[src/rtl/tccw_pkg.sv]
package tccw_pkg;

	// default screen geometry
	localparam int unsigned DEF_SCREEN_COLUMNS = 80;
	localparam int unsigned DEF_SCREEN_ROWS    = 25;

	// linear cell index wide enough for the largest screen (64 x 128)
	localparam int unsigned LIN_W = 13;

	localparam int unsigned CMD_FIFO_DEPTH = 2;

	localparam logic [7:0] CODE_NEWLINE   = 8'd10;
	localparam logic [7:0] CODE_BACKSPACE = 8'd8;
	localparam logic [7:0] CODE_SPACE     = 8'd32;
	localparam logic [7:0] COLOR_RESET    = 8'h07;

	// byte address of the text color register
	localparam logic [2:0] REG_TEXT_COLOR_ADDR = 3'd0;

	typedef enum logic [1:0] {
		ACT_PUT        = 2'd0,
		ACT_SET_CURSOR = 2'd1,
		ACT_CLEAR      = 2'd2,
		ACT_READ       = 2'd3
	} action_t;

	typedef enum logic [2:0] {
		CMD_GLYPH,
		CMD_NEWLINE,
		CMD_BACKSPACE,
		CMD_SET,
		CMD_CLEAR,
		CMD_READ
	} cmd_kind_t;

	// classified request as it sits in the queue
	typedef struct packed {
		cmd_kind_t        kind;
		logic [7:0]       glyph;
		logic             in_range;
		logic [5:0]       row;
		logic [6:0]       col;
		logic [LIN_W-1:0] lin;
	} cmd_t;

endpackage

[src/rtl/tccw_cmd_fifo.sv]
module tccw_cmd_fifo import tccw_pkg::*; (
	input  logic clk,
	input  logic arst_n,
	input  logic push,
	input  cmd_t push_cmd,
	input  logic pop,
	output cmd_t head,
	output logic empty,
	output logic full
);

	localparam int unsigned PW = (CMD_FIFO_DEPTH > 1) ? $clog2(CMD_FIFO_DEPTH) : 1;
	localparam int unsigned CNT_W = $clog2(CMD_FIFO_DEPTH + 1);

	cmd_t             slot_q [CMD_FIFO_DEPTH];
	logic [PW-1:0]    wr_ptr_q;
	logic [PW-1:0]    rd_ptr_q;
	logic [CNT_W-1:0] count_q;

	assign empty = (count_q == '0);
	assign full  = (count_q == CNT_W'(CMD_FIFO_DEPTH));
	assign head  = slot_q[rd_ptr_q];

	always_ff @(posedge clk) begin
		if (push) begin
			slot_q[wr_ptr_q] <= push_cmd;
		end
	end

	always_ff @(posedge clk or negedge arst_n) begin
		if (!arst_n) begin
			wr_ptr_q <= '0;
			rd_ptr_q <= '0;
			count_q  <= '0;
		end else begin
			if (push) begin
				wr_ptr_q <= (wr_ptr_q == PW'(CMD_FIFO_DEPTH - 1)) ? '0 : wr_ptr_q + 1'b1;
			end
			if (pop) begin
				rd_ptr_q <= (rd_ptr_q == PW'(CMD_FIFO_DEPTH - 1)) ? '0 : rd_ptr_q + 1'b1;
			end
			if (push && !pop) begin
				count_q <= count_q + 1'b1;
			end else if (pop && !push) begin
				count_q <= count_q - 1'b1;
			end
		end
	end

endmodule

[config.mk]
export PLATFORM = sky130hd
export DESIGN_NAME = tccw_cmd_fifo
export DESIGN_NICKNAME = d
export VERILOG_FILES = /design/src/rtl/tccw_pkg.sv /design/src/rtl/tccw_cmd_fifo.sv
export SDC_FILE = /design/constraint.sdc
export NUM_CORES = 1
export LEC_CHECK = 0
export ABC_AREA = 1
export ABC_CLOCK_PERIOD_IN_PS = 3400
export CELL_PAD_IN_SITES_DETAIL_PLACEMENT = 0
export CELL_PAD_IN_SITES_GLOBAL_PLACEMENT = 2
export CORE_ASPECT_RATIO = 0.7
export CORE_MARGIN = 2
export CORE_UTILIZATION = 45
export DETAILED_ROUTE_END_ITERATION = 12
export DONT_BUFFER_PORTS = 1
export PLACE_DENSITY_LB_ADDON = 0.1
export SETUP_SLACK_MARGIN = 0.5
export SLEW_MARGIN = 20
export SYNTH_ARGS = -nofsm -noshare
export SYNTH_HDL_FRONTEND = slang
export SYNTH_SLANG_ARGS = --single-unit
[constraint.sdc]
create_clock -name clk -period 3.4 [get_ports clk]
set_input_delay 0.51 -clock clk [delete_from_list [all_inputs] [get_ports clk]]
set_output_delay 0.51 -clock clk [all_outputs]
set_load 0.005 [all_outputs]
==> impl_metrics.env <==
export IMPL_max_freq_ghz=0.431
export IMPL_min_path_type="primary input to register"
export IMPL_postLayoutCoreUtil_pct=52.6
export IMPL_synthXorXnorAreaFrac_pct=0.877
export IMPL_cts_buffers=9
export IMPL_synth_top_area_share_pct=76.2
export IMPL_synth_area_leaders="edfxtp_1 (76%), mux2_2 (11%), mux2_4 (5.0%), dfrtp_1 (3.3%), inv_1 (0.88%)"
export IMPL_root_buffer="clkbuf_8"
export IMPL_slew_headroom_pct=35.4
export IMPL_worstRegToRegCells=3
export IMPL_areaGrowthSynthToFinish_pct=11.2
export IMPL_portBuffers=0
export IMPL_fin_crit_ns=2.32
export IMPL_synth_compound_area_share_pct=0
export IMPL_routed_wl_mm=4.37
export IMPL_hold_path_cell_count=1
export IMPL_setup_viol=0
export IMPL_fin_ws_ns=1.08
export IMPL_wl_met1_mm=1.61
export IMPL_ys_ff_latch=80
export IMPL_hold_ws_ns=0.242
export IMPL_fin_crit_sh_pct=68.2
export IMPL_ir_worst_vdd_uv=349
export IMPL_power_mw=2.71
export IMPL_place_area_mm2=0.00308
export IMPL_seq_power_share_pct=54.2
export IMPL_place_inst=231
export IMPL_dr_pass1_iters=2
export IMPL_seq_area_frac_synth_pct=79.5
export IMPL_wire_per_inst_um=17.6
export IMPL_max_stage_delay_ns=1.01
export IMPL_antenna_cells=0
export IMPL_clock_path_buffers=2
export IMPL_startpoint_type="register"
export IMPL_antenna_found_initial=0
export IMPL_ant_nets=0
export IMPL_yosys_area_share_simple_pct=1.38
export IMPL_wl_met2_mm=2.22
export IMPL_tightest_slew_ns=0.969
export IMPL_arrival_ns=1.81
export IMPL_n_fill_cell=517
export IMPL_grt_first_pass_wirelength_mm=6.54
export IMPL_syn_instance_count=143
export IMPL_synthAdderAreaFrac_pct=0.418
export IMPL_hpwlAfterDp_mm=2.88
export IMPL_swShare_pct=25.7
export IMPL_yosysTopAreaCell="edfxtp_1"
export IMPL_skew_ns=0.00385
export IMPL_instances_no_fill=249
export IMPL_critPathRequiredTime_ns=2.89
export IMPL_top_layer="met4"
export IMPL_ys_warn_count=0
export IMPL_vias=1220
export IMPL_path_cells="mux2_2"
export IMPL_gr_total_overflow=0
export IMPL_met3_length_um=455
export IMPL_path_class="register to output port"
export IMPL_grt_setup_unrepaired="no"
export IMPL_end_kind="output port"
export IMPL_core_area_mm2=0.00634
export IMPL_synth_top_family_by_area="multiplexers"
export IMPL_preCtsSetupSlack_ns=1.42
export IMPL_internal_power_mw=2.01
export IMPL_cp_max_fo=39
export IMPL_power_leakage_nw=1.16
export IMPL_globalplace_congestion=0.664
export IMPL_drc=0
export IMPL_synthMuxAreaShare_pct=15.5
export IMPL_hold_viol_final=0
export IMPL_cp_buffers_inverters=0
export IMPL_drive_above_1_share_pct=35.4
export IMPL_maxCapViolCount=0
export IMPL_via_per_inst=4.90
export IMPL_drtIter0Drc=47
export IMPL_slew_viol_final=0
export IMPL_pwr_share_clk_pct=26.4
export IMPL_power_density_mw_per_mm2=812
export IMPL_cts_tree="done"
export IMPL_num_rows=24
export IMPL_synth_area_mm2=0.00300
export IMPL_start_util_pct=47.3
export IMPL_cts_sinks=80
export IMPL_fin_nets=196
export IMPL_syn_nets=186
export IMPL_die_area_mm2=0.00734
export IMPL_critical_path_top_delay_family="flip-flops"
export IMPL_first_global_vias=1343
export IMPL_switching_power_mw=0.695
export IMPL_crit_path_top_delay_cell="dfrtp_2"
export IMPL_status="completed"
export IMPL_io_pins=82
export IMPL_cts_clk_slew_worst_paths_ns=0.07
export IMPL_htree_levels=3
export IMPL_tns_ns=0
export IMPL_clock_latency_ns=0.34
export IMPL_grt_max_degree=40
export IMPL_grt_usage_pct=12.7
export IMPL_avgSynthCellArea_um2=20.9
export IMPL_fp_dieH_um=72.3
export IMPL_ys_types=15
export IMPL_cp_num_cells=1
export IMPL_postLayoutCellArea_mm2=0.00333
export IMPL_die_w_um=102
export IMPL_pwr_share_comb_pct=19.4
## placed cells by master (no fill, tap or decap), types with 2 or more instances in the layout
cell type  count
bufinv_16      2
clkbuf_8       9
clkinv_2       2
dfrtp_1        3
edfxtp_1      76
inv_1          7
mux2_2        28
mux2_4        10
nand2_1        5
nor2_1         2
xor2_1         2
## power by group through the flow
stage,Clock (mW),Sequential [mW],Combinational (mW)
6_report,0.715,1.47,0.526
5_1_grt,0.782,1.50,0.571
4_1_cts,0.739,1.47,0.520
3_5_place_dp,0,1.50,0.516
3_3_place_gp,0,1.48,0.505
2_1_floorplan,0,1.38,0.535
## metal layers
| metal | vias up | track usage (%) |
|---|---|---|
| met4 | 0 | 6.31 |
| met3 | 10 | 8.00 |
| li1 | 563 | - |
| met1 | 597 | 12.2 |
| met2 | 50 | 21.3 |
| met5 | - | 0 |
## synth_stat cells (all sizes together)
| master | instances |
|---|---|
| buf | 4 |
| dfrtp | 4 |
| edfxtp | 76 |
| ha | 1 |
| inv | 7 |
| mux2 | 38 |
| nand2 | 5 |
| nand3 | 1 |
| nand4 | 1 |
| nor2 | 3 |
| xnor2 | 1 |
| xor2 | 2 |
## kinds of logic (layout without fill, tap and decap cells)
logic type,Yosys count,count (layout)
flops,80,80
buf+inv,11,26
xor+xnor,3,3
fa+ha+maj,1,1
simple gates,10,10
mux,38,38
## worst paths after layout
path,startpoint,endpoint,slack [ns]
setup / recovery,rd_ptr_q$_DFFE_PN0P_,head[21],1.08
hold / removal,pop,rd_ptr_q$_DFFE_PN0P_,0.24
setup reg to reg,wr_ptr_q$_DFFE_PN0P_,slot_q[1][13]$_DFFE_PP_,1.69
hold reg to reg,count_q[1]$_DFFE_PN0P_,count_q[1]$_DFFE_PN0P_,0.51
max in group asynchronous,arst_n,rd_ptr_q$_DFFE_PN0P_,2.77
min in group asynchronous,arst_n,count_q[0]$_DFFE_PN0P_,0.44
## registers in the layout, indices dropped and copies added, names as in the netlist
| register | flops |
|---|---|
| rd_ptr_q | 1 |
| wr_ptr_q | 1 |
| count_q | 2 |
| slot_q | 76 |
## cell type report
cell class	count	area (um2)	area share (%)
multi-input cells	52	553	16.6
flip-flops and latches	80	2380	71.5
clock buffers	10	128	3.83
inverters	7	26.3	0.789
clock inverters	6	82.6	2.48
repair buffers	3	45.0	1.35
well taps	91	114	3.42
## worst register-to-register path: stages, from the launching register on
cell and delay (ns):
dfrtp_1 0.42, nand2_1 0.07, inv_1 0.45, buf_4 0.44
## timing repair
item | 4_1_cts | 5_1_grt
hold buffers | 1 | 0
endpoints found under the hold margin | 4 | 0
resized for setup | 0 | 0
endpoints found under the setup margin | 0 | 0
setup buffers | 0 | 0
(Power assumes the default switching activity.)
