File: src/rtl/tccw_pkg.sv
package tccw_pkg;

	// default screen geometry
	localparam int unsigned DEF_SCREEN_COLUMNS = 80;
	localparam int unsigned DEF_SCREEN_ROWS    = 25;

	// linear cell index wide enough for the largest screen (64 x 128)
	localparam int unsigned LIN_W = 13;

	localparam int unsigned CMD_FIFO_DEPTH = 2;

	localparam logic [7:0] CODE_NEWLINE   = 8'd10;
	localparam logic [7:0] CODE_BACKSPACE = 8'd8;
	localparam logic [7:0] CODE_SPACE     = 8'd32;
	localparam logic [7:0] COLOR_RESET    = 8'h07;

	// byte address of the text color register
	localparam logic [2:0] REG_TEXT_COLOR_ADDR = 3'd0;

	typedef enum logic [1:0] {
		ACT_PUT        = 2'd0,
		ACT_SET_CURSOR = 2'd1,
		ACT_CLEAR      = 2'd2,
		ACT_READ       = 2'd3
	} action_t;

	typedef enum logic [2:0] {
		CMD_GLYPH,
		CMD_NEWLINE,
		CMD_BACKSPACE,
		CMD_SET,
		CMD_CLEAR,
		CMD_READ
	} cmd_kind_t;

	// classified request as it sits in the queue
	typedef struct packed {
		cmd_kind_t        kind;
		logic [7:0]       glyph;
		logic             in_range;
		logic [5:0]       row;
		logic [6:0]       col;
		logic [LIN_W-1:0] lin;
	} cmd_t;

endpackage

File: src/rtl/tccw_front.sv
module tccw_front import tccw_pkg::*; #(
	parameter int unsigned SCREEN_COLUMNS = DEF_SCREEN_COLUMNS,
	parameter int unsigned SCREEN_ROWS    = DEF_SCREEN_ROWS
) (
	input  logic       req_valid,
	output logic       req_ready,
	input  logic [1:0] action,
	input  logic [7:0] char_code,
	input  logic [5:0] row,
	input  logic [6:0] column,
	input  logic       fifo_full,
	input  logic       init_busy,
	output logic       push,
	output cmd_t       push_cmd
);

	assign req_ready = !fifo_full && !init_busy;
	assign push      = req_valid && req_ready;

	always_comb begin
		push_cmd.glyph    = char_code;
		push_cmd.row      = row;
		push_cmd.col      = column;
		push_cmd.lin      = LIN_W'(row) * LIN_W'(SCREEN_COLUMNS) + LIN_W'(column);
		push_cmd.in_range = (7'(row) < 7'(SCREEN_ROWS)) && (8'(column) < 8'(SCREEN_COLUMNS));
		case (action_t'(action))
			ACT_PUT: begin
				if (char_code == CODE_NEWLINE) begin
					push_cmd.kind = CMD_NEWLINE;
				end else if (char_code == CODE_BACKSPACE) begin
					push_cmd.kind = CMD_BACKSPACE;
				end else begin
					push_cmd.kind = CMD_GLYPH;
				end
			end
			ACT_SET_CURSOR: push_cmd.kind = CMD_SET;
			ACT_CLEAR:      push_cmd.kind = CMD_CLEAR;
			ACT_READ:       push_cmd.kind = CMD_READ;
			default:        push_cmd.kind = CMD_READ;
		endcase
	end

endmodule

File: config.mk
export PLATFORM = sky130hd
export DESIGN_NAME = tccw_front
export DESIGN_NICKNAME = d
export VERILOG_FILES = /design/src/rtl/tccw_pkg.sv /design/src/rtl/tccw_front.sv
export SDC_FILE = /design/constraint.sdc
export NUM_CORES = 1
export LEC_CHECK = 0
export ABC_CLOCK_PERIOD_IN_PS = 3400
export BUFFER_PORTS_ARGS = -buffer_cell sky130_fd_sc_hd__buf_2
export CORE_ASPECT_RATIO = 1.2
export CORE_MARGIN = 4
export CORE_UTILIZATION = 40
export DETAILED_ROUTE_END_ITERATION = 16
export PLACE_DENSITY = 0.95
export SYNTH_ARGS = -nofsm -noshare
export SYNTH_HDL_FRONTEND = slang
export SYNTH_SLANG_ARGS = --single-unit
File: constraint.sdc
create_clock -name vclk -period 3.4
set_clock_uncertainty 0.1 [all_clocks]
set_input_delay 0.17 -clock vclk [all_inputs]
set_output_delay 0.17 -clock vclk [all_outputs]
set_load 0.02 [all_outputs]
==> results of run 1 <==
==> worst max-delay path, stage by stage <==
cell and delay, ns:
buf_2 0.13, ha_1 0.30, ha_1 0.23, fa_1 0.40
a21o_2 0.22, a21oi_1 0.18, xor2_1 0.24, xnor2_1 0.14
buf_2 0.18
==> cells in the final DEF (no fill, tap or decap), drive strengths merged, types with 2 or more instances in the layout <==
cell type,instances
ha,11
and3,2
a21o,2
xor2,5
nor4,2
inv,3
buf,54
fa,2
xnor2,3
nor2,4
a21oi,6
nand3,2
==> power by group through the flow <==
stage / registers [mW] / clock network [mW] / logic, mW
after floorplan: 0 / 0 / 0.149
after global placement: 0 / 0 / 0.179
after detailed placement: 0 / 0 / 0.183
after CTS: 0 / 0 / 0.184
after global routing: 0 / 0 / 0.200
final: 0 / 0 / 0.182
==> Yosys cell counts, types with 2 or more instances <==
| library cell | instances | area share, % |
|---|---|---|
| and3_1 | 2 | 2.0 |
| inv_1 | 3 | 1.8 |
| ha_1 | 11 | 22 |
| nor2_1 | 4 | 2.4 |
| buf_4 | 25 | 30 |
| xor2_1 | 5 | 7.0 |
| xnor2_1 | 3 | 4.2 |
| fa_1 | 2 | 6.4 |
| nand3_1 | 2 | 1.6 |
| a21oi_1 | 6 | 4.8 |
==> routing by layer <==
layer / GRT usage [%] / share of wire, %
met1: 13.8 / 36
met2: 24.8 / 54
met3: 1.06 / 9.2
met4: 1.01 / 0.65
met5: 0 / 0
==> cell families (layout without fill, tap and decap cells) <==
kind of cell	after synthesis	after routing	synth area share, %
simple gates	16	16	14.7
xor+xnor	8	8	11.2
compound gates	13	13	13.5
buf+inv	29	57	32.3
fa+ha+maj	13	13	28.3
==> area by class of cell <==
type	instances	area, sq um
Fill cell	150	736
Multi-Input combinational cell	50	425
Timing Repair Buffer	54	270
Tap cell	17	21.3
Inverter	3	11.3
==> path summary, 6_finish.rpt <==
| kind | endpoint | slack, ns | depth (start not counted) |
|---|---|---|---|
| worst min-delay path | push_cmd[15] | 0.24 | 0 |
| worst max-delay path | push_cmd[11] | 0.93 | 9 |
==> through the flow <==
step           hold WS (ns)  cell area (sq um)  setup WS [ns]
2_1_floorplan         0.320                628           1.02
3_3_place_gp          0.240                728          0.996
3_5_place_dp          0.240                728          0.917
4_1_cts               0.240                728          0.905
5_1_grt               0.240                728          0.773
6_report              0.240                728          0.931
==> summary.md, run 1 <==
| Metric | Value |
|---|---|
| Outcome | `finished, final reports clean` |
| Area of the mapped netlist | `~630 sq um` |
| Global router's overall resource usage | `12.3%` |
| Post-DRT Antenna Nets | `0` |
| Final Hold Viols | `0` |
| Starting Density | `42.9%` |
| Ports placed on the boundary | `66` |
| Final cell utilization of the core | `roughly half` |
| Seq/Total Area, Yosys | `0%` |
| Horizontal die dimension | `44.2 microns` |
| Mean post-synth cell area | `~8.0 sq um` |
| Remaining DRCs | `0` |
| RSZ-0062 raised after global routing | `false` |
| Drt via density | `approximately 4.9` |
| First-pass GRT wire length | `~2300 microns` |
| Number of non-filler instances in the completed layout | `around 120` |
| Max-capacitance violation count | `0` |
| Share of layout cells above drive strength 1 | `53.3%` |
| RePlAce Congestion | `0.794` |
| Number of setup violations in the final report | `0` |
| Number of buffer cells added on primary ports | `54` |
| Gate count of the mapped netlist | `between 70 and 80` |
| Rel. slew slack | `approximately three quarters` |
| Setup Buffers After CTS | `0` |
| Post-synth cell types | `26` |
| Worst Setup End Kind | `output port` |
| Final Cycle Share | `72.6%` |
| Initial antenna violation count | `0` |
| Nature of the critical path startpoint | `input pin` |
| Final global-route overflow total | `0` |
| Leakage power | `around 0.43 nW` |
| Start point of the worst hold path | `column[2]` |
| DR pass1 iterations | `4` |
| Total wire length | `1390 microns` |
| Highest achievable clock rate | `slightly above 0.4 GHz` |
| Ys Warns | `0` |
| Final Slew Violations | `0` |
| Kind of critical path | `input pin to output port` |
| Diode count | `0` |
| First-iteration detailed-routing DRC count | `4` |
| Clock network fraction of design power | `0%` |
| Post_cts resized | `0` |
| Core footprint | `0.00146 sq mm` |
| Aggregate negative setup slack | `0 ns` |
| Area used by sequential logic in the layout | `0 sq um` |
| Clock tree buffer count of the final layout | `0` |
| Crit path arrival time | `2.20 ns` |
| Clock period minus final worst setup slack | `~2.5 ns` |
| Maximum number of pins on one net before global-route repair | `6` |
| Proportion of power drawn by combinational gates | `between 90% and 100%` |
| Mapped Nets | `between 100 and 150` |
| Placement Rows | `15` |
| Dpl hpwl | `1320 microns` |
| Average wire per standard cell | `approximately 11 microns` |
| Total of hold buffers inserted after clock tree synthesis | `0` |
| Required time worst endpoint | `3.13 ns` |
| Switching power as a share of total power | `between 60% and 70%` |
| Vias in the first global route | `a little under 600` |
| Pint | `0.0707 mW` |
| Worst voltage drop across the vdd grid | `between 0.1 and 0.15 mV` |
| Sequential fraction of design power | `0%` |
| FF+latch count | `0` |
| Net switching power of the design | `roughly 0.11 mW` |
| CP Launch Point | `row[1]` |
| Measured slew at the worst slew-check pin | `0.346 ns` |
| Die extent in y | `just over 50 microns` |
| Total design power | `0.182 mW` |
| Total power density per cell area | `about 250 mW/mm^2` |
| Vias | `608` |
| CP Max Fanout | `5` |
| Cell total after placement | `124` |
| Area added between synthesis and finish | `15.9%` |
| Tightest Hold Check Type | `input pin to output port` |
| Final nets | `~150` |
| Die footprint | `between 0.002 and 0.0025 sq mm` |
No activity file was read; power rests on OpenSTA's default activity.
==> run 2, diff against run 1 <==
--- a/config.mk
+++ b/config.mk
@@ -5,11 +5,11 @@
 export SDC_FILE = /design/constraint.sdc
 export NUM_CORES = 1
 export LEC_CHECK = 0
-export ABC_CLOCK_PERIOD_IN_PS = 3400
+export ABC_CLOCK_PERIOD_IN_PS = 2560
 export BUFFER_PORTS_ARGS = -buffer_cell sky130_fd_sc_hd__buf_2
 export CORE_ASPECT_RATIO = 1.2
 export CORE_MARGIN = 4
-export CORE_UTILIZATION = 40
+export CORE_UTILIZATION = 37
 export DETAILED_ROUTE_END_ITERATION = 16
 export PLACE_DENSITY = 0.95
 export SYNTH_ARGS = -nofsm -noshare
==> constraint.sdc (replaced) <==
create_clock -name vclk -period 2.56
set_clock_uncertainty 0.1 [all_clocks]
set_input_delay 0.128 -clock vclk [all_inputs]
set_output_delay 0.128 -clock vclk [all_outputs]
set_load 0.02 [all_outputs]
==> run 2 against run 1 <==
Die area up 6.7%. Routed wire length up 8.5%. Setup slack worse by 0.76 ns. Largest power group unchanged.
==> summary.md, run 2 (synthesized netlist as in run 1, its figures left out) <==
| Metric | Value |
|---|---|
| Placement Rows | `16 (was 15)` |
| Remaining DRCs | `0 (unchanged)` |
| Final Hold Viols | `0 (unchanged)` |
| Outcome | `finished, final reports clean (unchanged)` |
| Final std cell area, no fill | `737 sq um (was 728 sq um)` |
| Cell total after placement | `125 (was 124)` |
| Met1 usage in global routing | `15.1% (was 13.8%)` |
| Rel. slew slack | `76.3% (was 77.0%)` |
| RSZ-0062 raised after global routing | `false (unchanged)` |
| Start point of the worst hold path | `column[0] (was column[2])` |
| Post_cts resized | `0 (unchanged)` |
| Final Slew Violations | `0 (unchanged)` |
| Worst min-delay path endpoint | `push_cmd[0] (was push_cmd[15])` |
| Required time worst endpoint | `2.33 ns (was 3.13 ns)` |
| First-pass GRT wire length | `2470 microns (was 2310 microns)` |
| RePlAce Congestion | `0.769 (was 0.794)` |
| Ports placed on the boundary | `66 (unchanged)` |
| Number of fill cells in the layout | `170 (was 150)` |
| Average wire per standard cell | `12.0 microns (was 11.2 microns)` |
| Commonest non-fill, non-tap cells in the layout | `54 x buf_2, 11 x ha_1, 6 x a21oi_1, 4 x xor2_1, 4 x nor2_1 (was 54 x buf_2, 11 x ha_1, 6 x a21oi_1, 5 x xor2_1, 4 x nor2_1)` |
| Final nets | `148 (unchanged)` |
| Highest achievable clock rate | `0.418 GHz` |
| Total power density per cell area | `335 mW/mm^2 (was 250 mW/mm^2)` |
| Total wire length | `1500 microns (was 1390 microns)` |
| Global router's overall resource usage | `12.9% (was 12.3%)` |
| Clock period minus final worst setup slack | `2.39 ns` |
| Horizontal die dimension | `45.6 microns (was 44.2 microns)` |
| Worst voltage drop across the vdd grid | `0.238 mV (was 0.101 mV)` |
| Final cell utilization of the core | `45.4% (was 49.7%)` |
| Met2 usage in global routing | `24.9% (was 24.8%)` |
| Dpl hpwl | `1400 microns (was 1320 microns)` |
| First-iteration detailed-routing DRC count | `3 (was 4)` |
| Number of buffer cells added on primary ports | `54 (unchanged)` |
| Most used routing layer in global routing | `met2 (unchanged)` |
| Die extent in y | `53.1 microns (was 51.4 microns)` |
| Core footprint | `0.00162 sq mm (was 0.00146 sq mm)` |
| Area used by sequential logic in the layout | `0 sq um (unchanged)` |
| Placed inst area | `729 sq um (was 728 sq um)` |
| Leakage power | `0.436 nW (was 0.435 nW)` |
| Final Cycle Share | `93.4%` |
| Number of non-filler instances in the completed layout | `125 (was 124)` |
| Number of setup violations in the final report | `0 (unchanged)` |
| Post-DRT Antenna Nets | `0 (unchanged)` |
| Kind of critical path | `input pin to output port (unchanged)` |
| Global-route met3 utilization | `0% (was 1.06%)` |
| Starting Density | `38.7% (was 42.9%)` |
| Cell depth of the worst min-delay path | `0 (unchanged)` |
| DR pass1 iterations | `4 (unchanged)` |
| Area added between synthesis and finish | `17.3% (was 15.9%)` |
| Vias in the first global route | `588 (was 592)` |
| Die footprint | `0.00242 sq mm (was 0.00227 sq mm)` |
| CP Max Fanout | `5 (unchanged)` |
| Worst Setup End Kind | `output port (unchanged)` |
| Vias | `595 (was 608)` |
| Total of hold buffers inserted after clock tree synthesis | `0 (unchanged)` |
| Aggregate negative setup slack | `0 ns (unchanged)` |
| Setup Buffers After CTS | `0 (unchanged)` |
| Diode count | `0 (unchanged)` |
| Maximum number of pins on one net before global-route repair | `6 (unchanged)` |
| Tightest Hold Check Type | `input pin to output port (unchanged)` |
| Measured slew at the worst slew-check pin | `0.356 ns (was 0.346 ns)` |
| Max-capacitance violation count | `0 (unchanged)` |
| Initial antenna violation count | `0 (unchanged)` |
| FF+latch count | `0 (unchanged)` |
| Drt via density | `4.76 (was 4.90)` |
| Final global-route overflow total | `0 (unchanged)` |
| Share of layout cells above drive strength 1 | `54.2% (was 53.3%)` |
| Clock tree buffer count of the final layout | `0 (unchanged)` |
| Most common cell after layout, fill and taps aside | `buf_2 (unchanged)` |
| Crit path arrival time | `2.16 ns (was 2.20 ns)` |
| Nature of the critical path startpoint | `input pin (unchanged)` |
-- run 2: cell count changes in the layout (fill, tap and decap cells not counted) --
cell	change
xor2_1	-1
xor2_2	+1
-- run 2: routing by layer --
metal	share of wire (%)	routed length, microns
met5	0	0
met1	35	533
met2	60	895
met4	1.1	17
met3	3.7	55
-- run 2: worst max path at each step --
stage | start | endpoint | slack [ns] | cells after the start
floorplan | row[1] | push_cmd[12] | 0.26 | 7
global placement | row[1] | push_cmd[11] | 0.23 | 9
detailed placement | row[1] | push_cmd[11] | 0.19 | 9
CTS | row[1] | push_cmd[11] | 0.19 | 9
global route | row[1] | push_cmd[11] | 0.01 | 9
finish | row[1] | push_cmd[11] | 0.17 | 9
-- run 2: stage by stage --
stage / worst slack (ns) / power [mW] / hold slack (ns)
after floorplan: 0.260 / 0.198 / 0.236
after global placement: 0.232 / 0.237 / 0.156
after detailed placement: 0.194 / 0.245 / 0.156
after CTS: 0.191 / 0.245 / 0.156
after global routing: 0.0144 / 0.273 / 0.156
final: 0.169 / 0.247 / 0.156
-- run 2: critical path, cell delays in order --
cell and delay [ns]:
buf_2 0.14, ha_1 0.30, ha_1 0.23, fa_1 0.43, a21o_2 0.23, a21oi_1 0.16, xor2_1 0.23, xnor2_1 0.14
buf_2 0.18
-- run 2: power breakdown --
group | internal (mW) | leakage [nW] | switching [mW]
logic | 0.0954 | 0.436 | 0.151
clock network | 0 | 0 | 0
registers | 0 | 0 | 0
total | 0.0954 | 0.436 | 0.151
-- run 2: layout make-up --
cell class	instances	area (sq um)	share of cell area, %
tap	18	22.5	3.06
timing repair buffer	54	270	36.7
multi-input combinational	50	433	58.7
inverter	3	11.3	1.53
